$ cat config.mk
export PLATFORM = sky130hd
export DESIGN_NAME = prefix_expression_stack_evaluator_unit
export DESIGN_NICKNAME = d
export VERILOG_FILES = /design/src/hw/rtl/pev_pkg.sv /design/src/hw/rtl/pev_alu.sv /design/src/hw/rtl/prefix_expression_stack_evaluator_unit.sv
export SDC_FILE = /design/constraint.sdc
export NUM_CORES = 2
export LEC_CHECK = 0
export BUFFER_PORTS_ARGS = -buffer_cell sky130_fd_sc_hd__buf_2
export CAP_MARGIN = 20
export CORE_AREA = 2 2 526 528
export CTS_CLUSTER_SIZE = 10
export DETAILED_ROUTE_END_ITERATION = 12
export DIE_AREA = 0 0 528 530
export GPL_TIMING_DRIVEN = 0
export PLACE_DENSITY = 0.67
export SETUP_SLACK_MARGIN = 0.2
export SKIP_CTS_REPAIR_TIMING = 1
export SYNTH_ARGS = -nofsm -noshare
export SYNTH_HDL_FRONTEND = slang
export SYNTH_SLANG_ARGS = --single-unit
$ cat constraint.sdc
create_clock -name clk -period 5.4 [get_ports clk]
set_clock_uncertainty 0.15 [all_clocks]
set_input_delay 0.54 -clock clk [delete_from_list [all_inputs] [get_ports clk]]
set_output_delay 0.54 -clock clk [all_outputs]
set_load 0.02 [all_outputs]
$ cat src/hw/rtl/pev_pkg.sv
// ----------------------------------------------------------------------------
// pev_pkg
// Shared types and constants of the prefix expression stack evaluator.
// ----------------------------------------------------------------------------
package pev_pkg;

  localparam int STACK_DEPTH_DEF = 64;
  localparam int VALUE_WIDTH_DEF = 32;

  // character codes
  localparam logic [7:0] CH_DIGIT_BASE = 8'd48;
  localparam logic [7:0] CH_PLUS       = 8'h2B;
  localparam logic [7:0] CH_MINUS      = 8'h2D;
  localparam logic [7:0] CH_STAR       = 8'h2A;
  localparam logic [7:0] CH_SLASH      = 8'h2F;
  localparam logic [7:0] CH_CARET      = 8'h5E;
  localparam logic [7:0] CH_LPAREN     = 8'h28;
  localparam logic [7:0] CH_RPAREN     = 8'h29;

  typedef enum logic [1:0] {
    STAT_OK        = 2'd0,
    STAT_UNDERFLOW = 2'd1,
    STAT_DIV_ZERO  = 2'd2,
    STAT_OVERFLOW  = 2'd3
  } status_t;

  typedef enum logic [2:0] {
    OP_ADD,
    OP_SUB,
    OP_MUL,
    OP_DIV,
    OP_POW,
    OP_ONE
  } alu_op_t;

  typedef enum logic [2:0] {
    S_IDLE,
    S_POP_B,
    S_POP_A,
    S_EXEC,
    S_WAIT,
    S_READ,
    S_EMIT
  } ctl_state_t;

  typedef enum logic [2:0] {
    AL_IDLE,
    AL_ADD,
    AL_MUL,
    AL_DIV,
    AL_FIX,
    AL_DONE
  } alu_state_t;

  typedef struct packed {
    logic    start;
    alu_op_t op;
  } alu_req_t;

  typedef struct packed {
    logic done;
    logic div_zero;
  } alu_rsp_t;

endpackage

$ cat src/hw/rtl/pev_alu.sv
// ----------------------------------------------------------------------------
// pev_alu
// Serial arithmetic unit: bit-serial add and subtract, shift-add multiply
// and square-and-multiply power one multiplier bit per cycle, restoring
// divide one quotient bit per cycle.
// ----------------------------------------------------------------------------
module pev_alu #(
  parameter int VALUE_WIDTH = pev_pkg::VALUE_WIDTH_DEF
) (
  input  logic                   clk,
  input  logic                   rst_n,
  input  pev_pkg::alu_req_t      req,
  input  logic [VALUE_WIDTH-1:0] opnd_b,
  input  logic [VALUE_WIDTH-1:0] opnd_a,
  output pev_pkg::alu_rsp_t      rsp,
  output logic [VALUE_WIDTH-1:0] result
);

  localparam int CNT_W = $clog2(VALUE_WIDTH);
  localparam logic [CNT_W-1:0] CNT_LAST = CNT_W'(VALUE_WIDTH - 1);

  pev_pkg::alu_state_t state_r, state_nxt;

  logic [CNT_W-1:0]       cnt_r, cnt_nxt;
  logic                   carry_r, carry_nxt;
  logic [VALUE_WIDTH-1:0] x_r, x_nxt;
  logic [VALUE_WIDTH-1:0] y_r, y_nxt;
  logic [VALUE_WIDTH-1:0] md_r, md_nxt;
  logic [VALUE_WIDTH-1:0] m1_r, m1_nxt;
  logic [VALUE_WIDTH-1:0] m2_r, m2_nxt;
  logic [VALUE_WIDTH-1:0] acc1_r, acc1_nxt;
  logic [VALUE_WIDTH-1:0] acc2_r, acc2_nxt;
  logic [VALUE_WIDTH-1:0] pr_r, pr_nxt;
  logic [VALUE_WIDTH-1:0] exp_r, exp_nxt;
  logic                   pow_r, pow_nxt;
  logic [VALUE_WIDTH-1:0] rem_r, rem_nxt;
  logic [VALUE_WIDTH-1:0] den_r, den_nxt;
  logic                   neg_r, neg_nxt;
  logic [VALUE_WIDTH-1:0] res_r, res_nxt;
  logic                   dz_r, dz_nxt;

  logic                   sum_bit;
  logic                   carry_out;
  logic [VALUE_WIDTH-1:0] acc1_add;
  logic [VALUE_WIDTH-1:0] acc2_add;
  logic [VALUE_WIDTH:0]   trial;
  logic [VALUE_WIDTH-1:0] mag_b;
  logic [VALUE_WIDTH-1:0] mag_a;
  logic [VALUE_WIDTH-1:0] pr_new;
  logic [VALUE_WIDTH-1:0] exp_new;

  always_ff @(posedge clk) begin
    if (!rst_n) begin
      state_r <= pev_pkg::AL_IDLE;
    end else begin
      state_r <= state_nxt;
    end
  end

  always_ff @(posedge clk) begin
    cnt_r   <= cnt_nxt;
    carry_r <= carry_nxt;
    x_r     <= x_nxt;
    y_r     <= y_nxt;
    md_r    <= md_nxt;
    m1_r    <= m1_nxt;
    m2_r    <= m2_nxt;
    acc1_r  <= acc1_nxt;
    acc2_r  <= acc2_nxt;
    pr_r    <= pr_nxt;
    exp_r   <= exp_nxt;
    pow_r   <= pow_nxt;
    rem_r   <= rem_nxt;
    den_r   <= den_nxt;
    neg_r   <= neg_nxt;
    res_r   <= res_nxt;
    dz_r    <= dz_nxt;
  end

  // datapath pieces
  always_comb begin
    sum_bit   = x_r[0] ^ y_r[0] ^ carry_r;
    carry_out = (x_r[0] & y_r[0]) | (carry_r & (x_r[0] ^ y_r[0]));
    acc1_add  = acc1_r + (m1_r[0] ? md_r : '0);
    acc2_add  = acc2_r + (m2_r[0] ? md_r : '0);
    trial     = {rem_r, x_r[VALUE_WIDTH-1]} - {1'b0, den_r};
    mag_b     = opnd_b[VALUE_WIDTH-1] ? (VALUE_WIDTH'(0) - opnd_b) : opnd_b;
    mag_a     = opnd_a[VALUE_WIDTH-1] ? (VALUE_WIDTH'(0) - opnd_a) : opnd_a;
    pr_new    = exp_r[0] ? acc1_add : pr_r;
    exp_new   = exp_r >> 1;
  end

  always_comb begin
    state_nxt = state_r;
    cnt_nxt   = cnt_r;
    carry_nxt = carry_r;
    x_nxt     = x_r;
    y_nxt     = y_r;
    md_nxt    = md_r;
    m1_nxt    = m1_r;
    m2_nxt    = m2_r;
    acc1_nxt  = acc1_r;
    acc2_nxt  = acc2_r;
    pr_nxt    = pr_r;
    exp_nxt   = exp_r;
    pow_nxt   = pow_r;
    rem_nxt   = rem_r;
    den_nxt   = den_r;
    neg_nxt   = neg_r;
    res_nxt   = res_r;
    dz_nxt    = dz_r;

    rsp.done     = (state_r == pev_pkg::AL_DONE);
    rsp.div_zero = dz_r;
    result       = res_r;

    unique case (state_r)
      pev_pkg::AL_IDLE: begin
        if (req.start) begin
          dz_nxt  = 1'b0;
          cnt_nxt = CNT_LAST;
          unique case (req.op)
            pev_pkg::OP_ADD: begin
              x_nxt     = opnd_b;
              y_nxt     = opnd_a;
              carry_nxt = 1'b0;
              state_nxt = pev_pkg::AL_ADD;
            end
            pev_pkg::OP_SUB: begin
              x_nxt     = opnd_b;
              y_nxt     = ~opnd_a;
              carry_nxt = 1'b1;
              state_nxt = pev_pkg::AL_ADD;
            end
            pev_pkg::OP_MUL: begin
              md_nxt    = opnd_b;
              m1_nxt    = opnd_a;
              m2_nxt    = '0;
              acc1_nxt  = '0;
              acc2_nxt  = '0;
              pow_nxt   = 1'b0;
              state_nxt = pev_pkg::AL_MUL;
            end
            pev_pkg::OP_POW: begin
              if (opnd_a == '0 || opnd_a[VALUE_WIDTH-1]) begin
                res_nxt   = VALUE_WIDTH'(1);
                state_nxt = pev_pkg::AL_DONE;
              end else begin
                md_nxt    = opnd_b;
                m1_nxt    = VALUE_WIDTH'(1);
                m2_nxt    = opnd_b;
                acc1_nxt  = '0;
                acc2_nxt  = '0;
                pr_nxt    = VALUE_WIDTH'(1);
                exp_nxt   = opnd_a;
                pow_nxt   = 1'b1;
                state_nxt = pev_pkg::AL_MUL;
              end
            end
            pev_pkg::OP_DIV: begin
              if (opnd_a == '0) begin
                res_nxt   = '0;
                dz_nxt    = 1'b1;
                state_nxt = pev_pkg::AL_DONE;
              end else begin
                x_nxt     = mag_b;
                den_nxt   = mag_a;
                rem_nxt   = '0;
                neg_nxt   = opnd_b[VALUE_WIDTH-1] ^ opnd_a[VALUE_WIDTH-1];
                state_nxt = pev_pkg::AL_DIV;
              end
            end
            pev_pkg::OP_ONE: begin
              res_nxt   = VALUE_WIDTH'(1);
              state_nxt = pev_pkg::AL_DONE;
            end
            default: begin
              res_nxt   = VALUE_WIDTH'(1);
              state_nxt = pev_pkg::AL_DONE;
            end
          endcase
        end
      end

      // one sum bit per cycle, lsb first
      pev_pkg::AL_ADD: begin
        x_nxt     = {sum_bit, x_r[VALUE_WIDTH-1:1]};
        y_nxt     = y_r >> 1;
        carry_nxt = carry_out;
        cnt_nxt   = cnt_r - CNT_W'(1);
        if (cnt_r == '0) begin
          res_nxt   = {sum_bit, x_r[VALUE_WIDTH-1:1]};
          state_nxt = pev_pkg::AL_DONE;
        end
      end

      // acc1 builds m1 * md, acc2 builds the square for power
      pev_pkg::AL_MUL: begin
        acc1_nxt = acc1_add;
        acc2_nxt = acc2_add;
        md_nxt   = md_r << 1;
        m1_nxt   = m1_r >> 1;
        m2_nxt   = m2_r >> 1;
        cnt_nxt  = cnt_r - CNT_W'(1);
        if (cnt_r == '0) begin
          if (!pow_r) begin
            res_nxt   = acc1_add;
            state_nxt = pev_pkg::AL_DONE;
          end else if (exp_new == '0) begin
            res_nxt   = pr_new;
            state_nxt = pev_pkg::AL_DONE;
          end else begin
            pr_nxt   = pr_new;
            exp_nxt  = exp_new;
            md_nxt   = acc2_add;
            m1_nxt   = pr_new;
            m2_nxt   = acc2_add;
            acc1_nxt = '0;
            acc2_nxt = '0;
            cnt_nxt  = CNT_LAST;
          end
        end
      end

      // restoring divide on magnitudes
      pev_pkg::AL_DIV: begin
        if (!trial[VALUE_WIDTH]) begin
          rem_nxt = trial[VALUE_WIDTH-1:0];
          x_nxt   = {x_r[VALUE_WIDTH-2:0], 1'b1};
        end else begin
          rem_nxt = {rem_r[VALUE_WIDTH-2:0], x_r[VALUE_WIDTH-1]};
          x_nxt   = {x_r[VALUE_WIDTH-2:0], 1'b0};
        end
        cnt_nxt = cnt_r - CNT_W'(1);
        if (cnt_r == '0) begin
          state_nxt = pev_pkg::AL_FIX;
        end
      end

      pev_pkg::AL_FIX: begin
        res_nxt   = neg_r ? (VALUE_WIDTH'(0) - x_r) : x_r;
        state_nxt = pev_pkg::AL_DONE;
      end

      pev_pkg::AL_DONE: begin
        state_nxt = pev_pkg::AL_IDLE;
      end

      default: begin
        state_nxt = pev_pkg::AL_IDLE;
      end
    endcase
  end

endmodule

$ cat src/hw/rtl/prefix_expression_stack_evaluator_unit.sv
// ----------------------------------------------------------------------------
// prefix_expression_stack_evaluator_unit
// Evaluates a prefix expression fed one character per beat, last character
// first, on an operand stack held in a memory.
// ----------------------------------------------------------------------------
// An operand character is pushed as its code minus 48. An operator pops
// its operands from the stack memory (one read port, registered read data)
// in S_POP_B and S_POP_A, starts the serial unit in S_EXEC, waits in
// S_WAIT and pushes the result; a parenthesis takes this path and pushes 1.
// For / the unit adds a sign fix-up step, and for ^ it makes one multiply
// pass per exponent bit up to the highest set bit, giving 1 with no pass
// for a zero or negative exponent. The serial unit works one bit per cycle.
// A beat marked last then reads the top of the stack (S_READ) and loads the
// output register (S_EMIT), after any wait for the previous result to be
// taken. The stack needs no clearing after reset.
// ----------------------------------------------------------------------------
module prefix_expression_stack_evaluator_unit #(
  parameter int STACK_DEPTH = pev_pkg::STACK_DEPTH_DEF,
  parameter int VALUE_WIDTH = pev_pkg::VALUE_WIDTH_DEF
) (
  input  logic                          clk,
  input  logic                          rst_n,
  input  logic                          in_valid,
  output logic                          in_ready,
  input  logic [7:0]                    in_symbol,
  input  logic                          in_last,
  output logic                          out_valid,
  input  logic                          out_ready,
  output logic signed [VALUE_WIDTH-1:0] out_value,
  output logic [1:0]                    out_status
);

  localparam int CNT_W  = $clog2(STACK_DEPTH + 1);
  localparam int ADDR_W = $clog2(STACK_DEPTH);
  localparam logic [CNT_W-1:0] DEPTH_CNT = CNT_W'(STACK_DEPTH);

  pev_pkg::ctl_state_t state_r, state_nxt;

  logic [CNT_W-1:0]       count_r, count_nxt;
  pev_pkg::status_t       err_r, err_nxt;
  logic                   last_r, last_nxt;
  pev_pkg::alu_op_t       op_r, op_nxt;
  logic [VALUE_WIDTH-1:0] b_r, b_nxt;
  logic [VALUE_WIDTH-1:0] a_r, a_nxt;
  logic                   out_valid_r, out_valid_nxt;
  logic [VALUE_WIDTH-1:0] out_value_r, out_value_nxt;
  pev_pkg::status_t       out_status_r, out_status_nxt;

  logic [VALUE_WIDTH-1:0] stack_mem [STACK_DEPTH];
  logic [VALUE_WIDTH-1:0] rd_data_r;
  logic [ADDR_W-1:0]      rd_addr;
  logic                   wr_en;
  logic [VALUE_WIDTH-1:0] wr_data;

  logic                   in_is_op;
  pev_pkg::alu_op_t       in_op;
  logic [8:0]             digit_diff;
  logic [VALUE_WIDTH-1:0] push_val;
  logic                   out_load;

  pev_pkg::alu_req_t      alu_req;
  pev_pkg::alu_rsp_t      alu_rsp;
  logic [VALUE_WIDTH-1:0] alu_result;

  function automatic pev_pkg::status_t note_err(pev_pkg::status_t cur,
                                                pev_pkg::status_t code);
    return (cur == pev_pkg::STAT_OK) ? code : cur;
  endfunction

  pev_alu #(
    .VALUE_WIDTH(VALUE_WIDTH)
  ) u_alu (
    .clk    (clk),
    .rst_n  (rst_n),
    .req    (alu_req),
    .opnd_b (b_r),
    .opnd_a (a_r),
    .rsp    (alu_rsp),
    .result (alu_result)
  );

  // stack memory
  always_ff @(posedge clk) begin
    if (wr_en) begin
      stack_mem[count_r[ADDR_W-1:0]] <= wr_data;
    end
    rd_data_r <= stack_mem[rd_addr];
  end

  always_ff @(posedge clk) begin
    if (!rst_n) begin
      state_r     <= pev_pkg::S_IDLE;
      count_r     <= '0;
      err_r       <= pev_pkg::STAT_OK;
      out_valid_r <= 1'b0;
    end else begin
      state_r     <= state_nxt;
      count_r     <= count_nxt;
      err_r       <= err_nxt;
      out_valid_r <= out_valid_nxt;
    end
  end

  always_ff @(posedge clk) begin
    last_r       <= last_nxt;
    op_r         <= op_nxt;
    b_r          <= b_nxt;
    a_r          <= a_nxt;
    out_value_r  <= out_value_nxt;
    out_status_r <= out_status_nxt;
  end

  // symbol decode
  always_comb begin
    in_is_op   = 1'b1;
    in_op      = pev_pkg::OP_ONE;
    digit_diff = {1'b0, in_symbol} - {1'b0, pev_pkg::CH_DIGIT_BASE};
    push_val   = VALUE_WIDTH'(signed'(digit_diff));
    unique case (in_symbol)
      pev_pkg::CH_PLUS:   in_op = pev_pkg::OP_ADD;
      pev_pkg::CH_MINUS:  in_op = pev_pkg::OP_SUB;
      pev_pkg::CH_STAR:   in_op = pev_pkg::OP_MUL;
      pev_pkg::CH_SLASH:  in_op = pev_pkg::OP_DIV;
      pev_pkg::CH_CARET:  in_op = pev_pkg::OP_POW;
      pev_pkg::CH_LPAREN: in_op = pev_pkg::OP_ONE;
      pev_pkg::CH_RPAREN: in_op = pev_pkg::OP_ONE;
      default:            in_is_op = 1'b0;
    endcase
  end

  always_comb begin
    state_nxt      = state_r;
    count_nxt      = count_r;
    err_nxt        = err_r;
    last_nxt       = last_r;
    op_nxt         = op_r;
    b_nxt          = b_r;
    a_nxt          = a_r;
    out_value_nxt  = out_value_r;
    out_status_nxt = out_status_r;
    out_load       = 1'b0;
    in_ready       = (state_r == pev_pkg::S_IDLE);
    wr_en          = 1'b0;
    wr_data        = push_val;
    rd_addr        = ADDR_W'(count_r - CNT_W'(1));
    alu_req.start  = 1'b0;
    alu_req.op     = op_r;

    unique case (state_r)
      pev_pkg::S_IDLE: begin
        if (in_valid) begin
          last_nxt = in_last;
          if (in_is_op) begin
            op_nxt    = in_op;
            state_nxt = pev_pkg::S_POP_B;
          end else begin
            if (count_r < DEPTH_CNT) begin
              wr_en     = 1'b1;
              count_nxt = count_r + CNT_W'(1);
            end else begin
              err_nxt = note_err(err_r, pev_pkg::STAT_OVERFLOW);
            end
            state_nxt = in_last ? pev_pkg::S_READ : pev_pkg::S_IDLE;
          end
        end
      end

      // top was read while idle; fetch the entry below it
      pev_pkg::S_POP_B: begin
        rd_addr = ADDR_W'(count_r - CNT_W'(2));
        if (count_r != '0) begin
          b_nxt     = rd_data_r;
          count_nxt = count_r - CNT_W'(1);
        end else begin
          b_nxt   = '0;
          err_nxt = note_err(err_r, pev_pkg::STAT_UNDERFLOW);
        end
        state_nxt = pev_pkg::S_POP_A;
      end

      pev_pkg::S_POP_A: begin
        if (count_r != '0) begin
          a_nxt     = rd_data_r;
          count_nxt = count_r - CNT_W'(1);
        end else begin
          a_nxt   = '0;
          err_nxt = note_err(err_r, pev_pkg::STAT_UNDERFLOW);
        end
        state_nxt = pev_pkg::S_EXEC;
      end

      pev_pkg::S_EXEC: begin
        alu_req.start = 1'b1;
        state_nxt     = pev_pkg::S_WAIT;
      end

      pev_pkg::S_WAIT: begin
        if (alu_rsp.done) begin
          wr_data = alu_result;
          if (alu_rsp.div_zero) begin
            err_nxt = note_err(err_r, pev_pkg::STAT_DIV_ZERO);
          end
          if (count_r < DEPTH_CNT) begin
            wr_en     = 1'b1;
            count_nxt = count_r + CNT_W'(1);
          end else begin
            err_nxt = note_err(err_nxt, pev_pkg::STAT_OVERFLOW);
          end
          state_nxt = last_r ? pev_pkg::S_READ : pev_pkg::S_IDLE;
        end
      end

      pev_pkg::S_READ: begin
        state_nxt = pev_pkg::S_EMIT;
      end

      pev_pkg::S_EMIT: begin
        if (!out_valid_r || out_ready) begin
          out_load      = 1'b1;
          out_value_nxt = (count_r != '0) ? rd_data_r : '0;
          if (count_r == '0 && err_r == pev_pkg::STAT_OK) begin
            out_status_nxt = pev_pkg::STAT_UNDERFLOW;
          end else begin
            out_status_nxt = err_r;
          end
          count_nxt = '0;
          err_nxt   = pev_pkg::STAT_OK;
          state_nxt = pev_pkg::S_IDLE;
        end
      end

      default: begin
        state_nxt = pev_pkg::S_IDLE;
      end
    endcase

    out_valid_nxt = (out_valid_r && !out_ready) || out_load;
  end

  assign out_valid  = out_valid_r;
  assign out_value  = $signed(out_value_r);
  assign out_status = out_status_r;

  // stack fill never passes the depth
  assert property (@(posedge clk) disable iff (!rst_n) count_r <= DEPTH_CNT)
    else $error("stack count beyond depth");

  // an operand beat with room grows the stack by one
  assert property (@(posedge clk) disable iff (!rst_n)
    (in_valid && in_ready && !in_is_op && count_r < DEPTH_CNT)
      |=> count_r == $past(count_r) + CNT_W'(1))
    else $error("operand beat did not push");

  // a recorded error holds until the result is loaded
  assert property (@(posedge clk) disable iff (!rst_n)
    (err_r != pev_pkg::STAT_OK && !out_load) |=> err_r == $past(err_r))
    else $error("sticky error changed");

  // the serial unit only finishes while the controller waits for it
  assert property (@(posedge clk) disable iff (!rst_n)
    alu_rsp.done |-> state_r == pev_pkg::S_WAIT)
    else $error("unit finished outside wait");

  // loading a result empties the stack, clears the error and raises out_valid
  assert property (@(posedge clk) disable iff (!rst_n)
    out_load |=> (count_r == '0 && err_r == pev_pkg::STAT_OK && out_valid_r))
    else $error("stack not cleared after result");

endmodule
---- After elaboration in Yosys (flattened, before gate mapping) ----
Memory sizes are Yosys's and may differ from the RTL's. A register that Yosys moved wholly into a read port is not among the register bits.
Index checks and enable logic that the tools add are counted.
Widths: inputs -> output; s select.
storage, ports and cells
  register bits after elaboration ......... 511
  memory bits (writable) .................. 2048
  output and inout port bits .............. 36
  memories ................................ 1
memory list
  memory     depth  bits a word  read ports  clocked after memory_dff  wr ports  line                                          RTL
  stack_mem  64     32           1           1                         1         prefix_expression_stack_evaluator_unit.sv:49  logic [VALUE_WIDTH-1:0] stack_mem [STACK_DEPTH];
cells by class
  add/subtract/negate cells ............... 11
  $lt $le $gt $ge ......................... 1
  equality and inequality tests ........... 51
  muxes and demuxes ....................... 138
  bitwise gates (word level) .............. 8
  reductions and logical operators ........ 47
operator list
  kind                   count
  $mux 32                55
  $pmux 32 s2            15
  $pmux 32 s3            2
  $pmux 32 s4            1
  $sub 1x32->32 const A  3
  $add 32x32->32         2
  $logic_not 32->1       2
  $eq 8x6->1 const B     6
  $mux 3                 14
  $mux 7                 6
  $sub 33x32->33         1
  $not 32->32            1
  $mux 31                1
  $pmux 3 s5             2
  $mux 2                 14
  $ne 2x2->1 const B     14
  $pmux 7 s4             1
  $pmux 3 s7             1
  $mux 5                 4
  $reduce_and 4->1       5
  $eq 3x2->1 const B     6
  $eq 3x3->1 const B     6
  $ne 3x3->1 const B     6
  $pmux 5 s3             1
  40 further kinds       87

---- Longest topological paths before layout ----
  depth after elaboration ................. 10
  gate-level depth with buffers ........... 13
  mapped depth without buffers ............ 13

---- Modules after synthesis ----
Synthesis repeated with hierarchy kept, for this count alone.
second synthesis, totals
  cell total of the unflattened synthesis .. 9765
  area, all modules ....................... 124704.6 sq um
modules (own cells, without submodules)
  module                                  times used  cells an instance  area each (sq um)  sequential area each (sq um)
  prefix_expression_stack_evaluator_unit  1           7131               99370.3            65462.8
  pev_alu                                 1           2634               25334.3            11861.4

---- Worst setup path after synthesis ----
Ideal clock, no wire load.
  kind .................................... register -> register
  start ................................... reg a_r[8]
  end ..................................... reg u_alu.acc1_r[0] (enable)
  library setup time ...................... 0.532 ns
  arrival time ............................ 5.122 ns
  data required time ...................... 4.718 ns
  setup slack ............................. -0.404 ns
  stages on the path, launching flop included .. 11
  clock period less this slack ............ 5.804 ns
  path through ............................ edfxtp_1 > clkbuf_1 > or4_1 > or3_1 > nor4_1 > nand4b_1 > nor3_1 > nor3_1 > a21oi_1 > nor3_1 > or2_1
on the way
  word-level cells in the longest chain between the ends .. 4
RTL lines
  element                            line                                           RTL
  from (decl)                        prefix_expression_stack_evaluator_unit.sv:44   logic [VALUE_WIDTH-1:0] a_r, a_nxt;
  from (signal assigned)             prefix_expression_stack_evaluator_unit.sv:108  a_r <= a_nxt;
  $logic_not 32->1                   pev_alu.sv:145                                 if (opnd_a == '0 || opnd_a[VALUE_WIDTH-1]) begin
  $logic_or 1x1->1                   pev_alu.sv:145
  $ne 3x3->1 (no source line)        -
  $reduce_and 4->1 (no source line)  -
  to (signal assigned)               pev_alu.sv:68                                  acc1_r <= acc1_nxt;
  to (decl)                          pev_alu.sv:31                                  logic [VALUE_WIDTH-1:0] acc1_r, acc1_nxt;
Every way passes these cells.
A chain may end at the register's enable or synchronous reset.

---- Worst setup path after layout ----
  start ................................... reg count_r[2]
  end ..................................... reg rd_data_r[25], read port of stack_mem
on the way
  word-level cells in the longest chain between the ends .. 2
  elaborated cells between the ends (all ways) .. 3
  those cells by class .................... 2 x add/sub; 1 x mux
RTL lines
  element                                            line                                           RTL
  from (decl)                                        prefix_expression_stack_evaluator_unit.sv:39   logic [CNT_W-1:0] count_r, count_nxt;
  from (signal assigned)                             prefix_expression_stack_evaluator_unit.sv:98   count_r <= count_nxt;
  $sub 7x1->7 / $sub 6x2->6 (equally long branches)  -
  $mux 6 *                                           prefix_expression_stack_evaluator_unit.sv:149  unique case (state_r)
  to (decl)                                          prefix_expression_stack_evaluator_unit.sv:50   logic [VALUE_WIDTH-1:0] rd_data_r;
Mark *: on every way between the ends. The rest lies on a longest branch, timed or not.

==> flow_summary.ini <==
[job]
cap_violations = 0

[synth]
syn_inst = 6366
synthDistinctLibCells = 82
yosys-top-cells-area = edfxtp_1 (70%), mux4_2 (11%), mux2i_1 (1.9%)
syn_area_mm2 = 0.109
synth_flop_cell = edfxtp_1
synth_top_area_share_pct = 69.9
synth_edf_count = 2543
ys_seq_area_share_pct = 70.8
syn_nets = 6492
synth.avg_cell_area_um2 = 17.2
ys_ff_latch = 2591
synthArstFlopShare_pct = 0
yosys.area.top_type = edfxtp_1
ys_warn_count = 0

[global_route]
grt-ovfl-total = 0
track_usage_pct = 21.6
grt_antenna_before_repair = 23
grt_pass1_wl_um = 437000
grt_pass1_vias = 61200
grt_max_degree = 66

[critical_path]
critPathLaunchType = register
endpoint_kind = register
arrival_ns = 5.77
worstPathRequired_ns = 6.01
worst_path_most_repeated_cell = clkbuf_1
path_max_fanout = 11
worstRegToRegCells = 13
path_cells = clkbuf_1 -> inv_1 -> ha_1 -> nand2_1 -> o21ai_1 -> xor2_1 -> buf_4 -> buf_1 -> buf_16 -> clkbuf_1 -> a211oi_2 -> a21oi_1 -> mux4_2
worst-setup-path-type = reg -> reg
cp_top_family = buffers and inverters
crit_slowest_cell = clkbuf_1
max_stage_delay_ns = 0.90
r2r_start = count_r[2]
path_buf_inv = 6
r2r_slack_ns = 0.24
r2r_end = rd_data_r[25]

[sta]
period_share_pct = 95.5
maxClockFrequency_mhz = 194
drv_slew = 0
min_period_ns = 5.16
relSlewSlack_pct = 19.1
rsz0062_at_grt = no
setup_ws_ns = 0.241
tightest_slew_ns = 1.21
timing.final.hold_violations = 0
finalSetupViolations = 0

[route]
routed_wl_um = 308000
drtIter0Drc = 7611
routed-via-count = 62200
routedWlPerCell_um = 29.1
ant_nets = 0
via_per_inst = 5.89
dr.pass1.iters = 7
drc = 0

[clock_network]
cts_made_buffers = 310
clk-insertion-delay-late_ns = 0.87
tritoncts = yes
cts.htree.levels = 5
cts-root-buf = clkbuf_16
cts_buffer_depth = 4
cts.reportedPaths.clkPinSlew_ns = 0.06
cts_sinks = 2591

[die]
die_height_um = 530
dieArea_mm2 = 0.280
dieWidth_um = 528
io_pins = 49
row_count = 193
core_area_mm2 = 0.275
initial_core_util_pct = 39.7

[min_path]
hold-path-endpoint = op_r[2]
hold_start = in_symbol[6]
hold_path.class = in -> reg
whs_path_depth = 3

[power_and_ir_drop]
p_int_w = 0.0437
ir_worst_vdd_mv = 0.440
pwr-share-clk_pct = 26.4
swShare_pct = 36.9
power_frac_seq_pct = 34.2
combPwrFrac_pct = 39.4
p_leak_nw = 40.6
p_sw_w = 0.0255
power.density_mw_per_mm2 = 550

[cells_and_area]
area_growth_pct = 15.3
final_common_cell = edfxtp_1
final_cell_mix = edfxtp_1 (2543), mux4_2 (544), a21oi_1 (366)
design_area_mm2 = 0.126
fin_nets = 6982
drive_above_1_share_pct = 18.6

[placement]
pre_cts_ws_ns = -1.03
gp_congestion = 0.959
port_buffers = 48
placed_area_mm2 = 0.117
dpl.hpwl_um = 214000

[status]
status = finished clean
==> synth_stat cells, types with 14 or more instances <==
master    number
o22ai_1       23
nor2b_1      149
buf_1         63
mux4_2       544
a21oi_1      378
nand4_1       18
nand2b_1      24
xnor2_1      162
nor4_1        18
a22oi_1       19
and3_1        26
o211ai_1      14
a21o_1        81
and2_1       123
o31ai_1       27
buf_2         36
inv_1         84
ha_1         109
nand3_1       34
a222oi_1      15
o21ai_0      205
or3_1         21
nand2_1      340
edfxtp_1    2543
mux2i_1      209
dfxtp_1       48
nor2_1       300
nor3_1        45
o21bai_1      15
xor2_1        56
clkbuf_1     280
o21a_1        16
a211oi_1     157
o41ai_1       14
==> per-stage QoR <==
step / power, W / std cells / setup TNS (ns) / hold slack, ns / utilization, %
4_1_cts: 0.0689 / 10600 / -27.57 / -0.234 / 45.7
3_5_place_dp: 0.0507 / 10100 / -28.80 / 0.367 / 42.6
5_1_grt: 0.0710 / 10600 / 0 / 0.0234 / 45.8
2_1_floorplan: 0.0391 / 6366 / 0 / 0.346 / -
6_report: 0.0692 / 10600 / 0 / 0.0421 / 45.8
3_3_place_gp: 0.0500 / 10000 / -2958.86 / 0.355 / 41.5
==> state kept, by name, summed over array words and instances (netlist names), 5 cells and up <==
register      flops
u_alu.pr_r       32
a_r              32
u_alu.y_r        32
rd_data_r        32
u_alu.acc2_r     32
u_alu.md_r       32
u_alu.result     32
u_alu.exp_r      32
u_alu.acc1_r     32
u_alu.rem_r      32
u_alu.x_r        32
b_r              32
stack_mem      2048
u_alu.den_r      32
u_alu.cnt_r       5
u_alu.m2_r       32
u_alu.m1_r       32
count_r           7
out_value        32
==> worst register-to-register path, stage by stage (launching register included) <==
cell      delay (ns)
dfxtp_1         0.36
clkbuf_1        0.35
inv_1           0.16
ha_1            0.25
nand2_1         0.16
o21ai_1         0.13
xor2_1          0.33
buf_4           0.37
buf_1           0.52
buf_16          0.23
clkbuf_1        0.91
a211oi_2        0.36
a21oi_1         0.44
mux4_2          0.38
==> worst max-delay path by stage <==
stage          depth (start not counted)             start               end
3_3_place_gp                           6  u_alu.state_r[1]  stack_mem[24][6]
2_1_floorplan                          8            a_r[8]    u_alu.rem_r[0]
3_5_place_dp                          12        state_r[0]      rd_data_r[0]
6_report                              13        count_r[2]     rd_data_r[25]
4_1_cts                               12        state_r[0]      rd_data_r[0]
5_1_grt                               13        count_r[2]     rd_data_r[25]
==> power by group through the flow <==
stage               clock [W]  combinational [W]  sequential, W
floorplan                   0             0.0153         0.0239
global placement            0             0.0259         0.0241
global route           0.0192             0.0281         0.0237
CTS                    0.0185             0.0267         0.0237
finish                 0.0183             0.0273         0.0237
detailed placement          0             0.0266         0.0241
==> area by class of cell <==
type                       instances  area [µm²]
clock inverter                    32         304
sequential                      2591       77300
multi-input combinational       3310       30800
timing repair buffer             179        2800
antenna                           12        30.0
tap                             3607        4510
clock buffer                     378        8170
fill                           23100      149000
inverter                          84         315
buffer                           380        1580
==> cell families after synthesis <==
group                    count (synthesis)  share of synthesized area, %
flip-flops                            2591                          70.8
AND/OR/NAND/NOR                       1160                          5.20
AO/OA/AOI/OAI                         1059                          6.06
multiplexers                           760                          13.2
buffers and inverters                  465                          1.65
XOR/XNOR                               218                          1.75
adder cells (fa/ha/maj)                113                          1.32
==> routing by layer <==
metal	wire length, µm	up-vias	share of wire [%]	global-route usage, %
li1	-	26300	-	-
met1	118000	32200	39	28.4
met2	144000	3142	47	33.8
met3	28900	598	9.4	4.70
met4	16300	12	5.3	11.0
met5	87	-	0.028	0
Power figures use the tool's default switching activity.
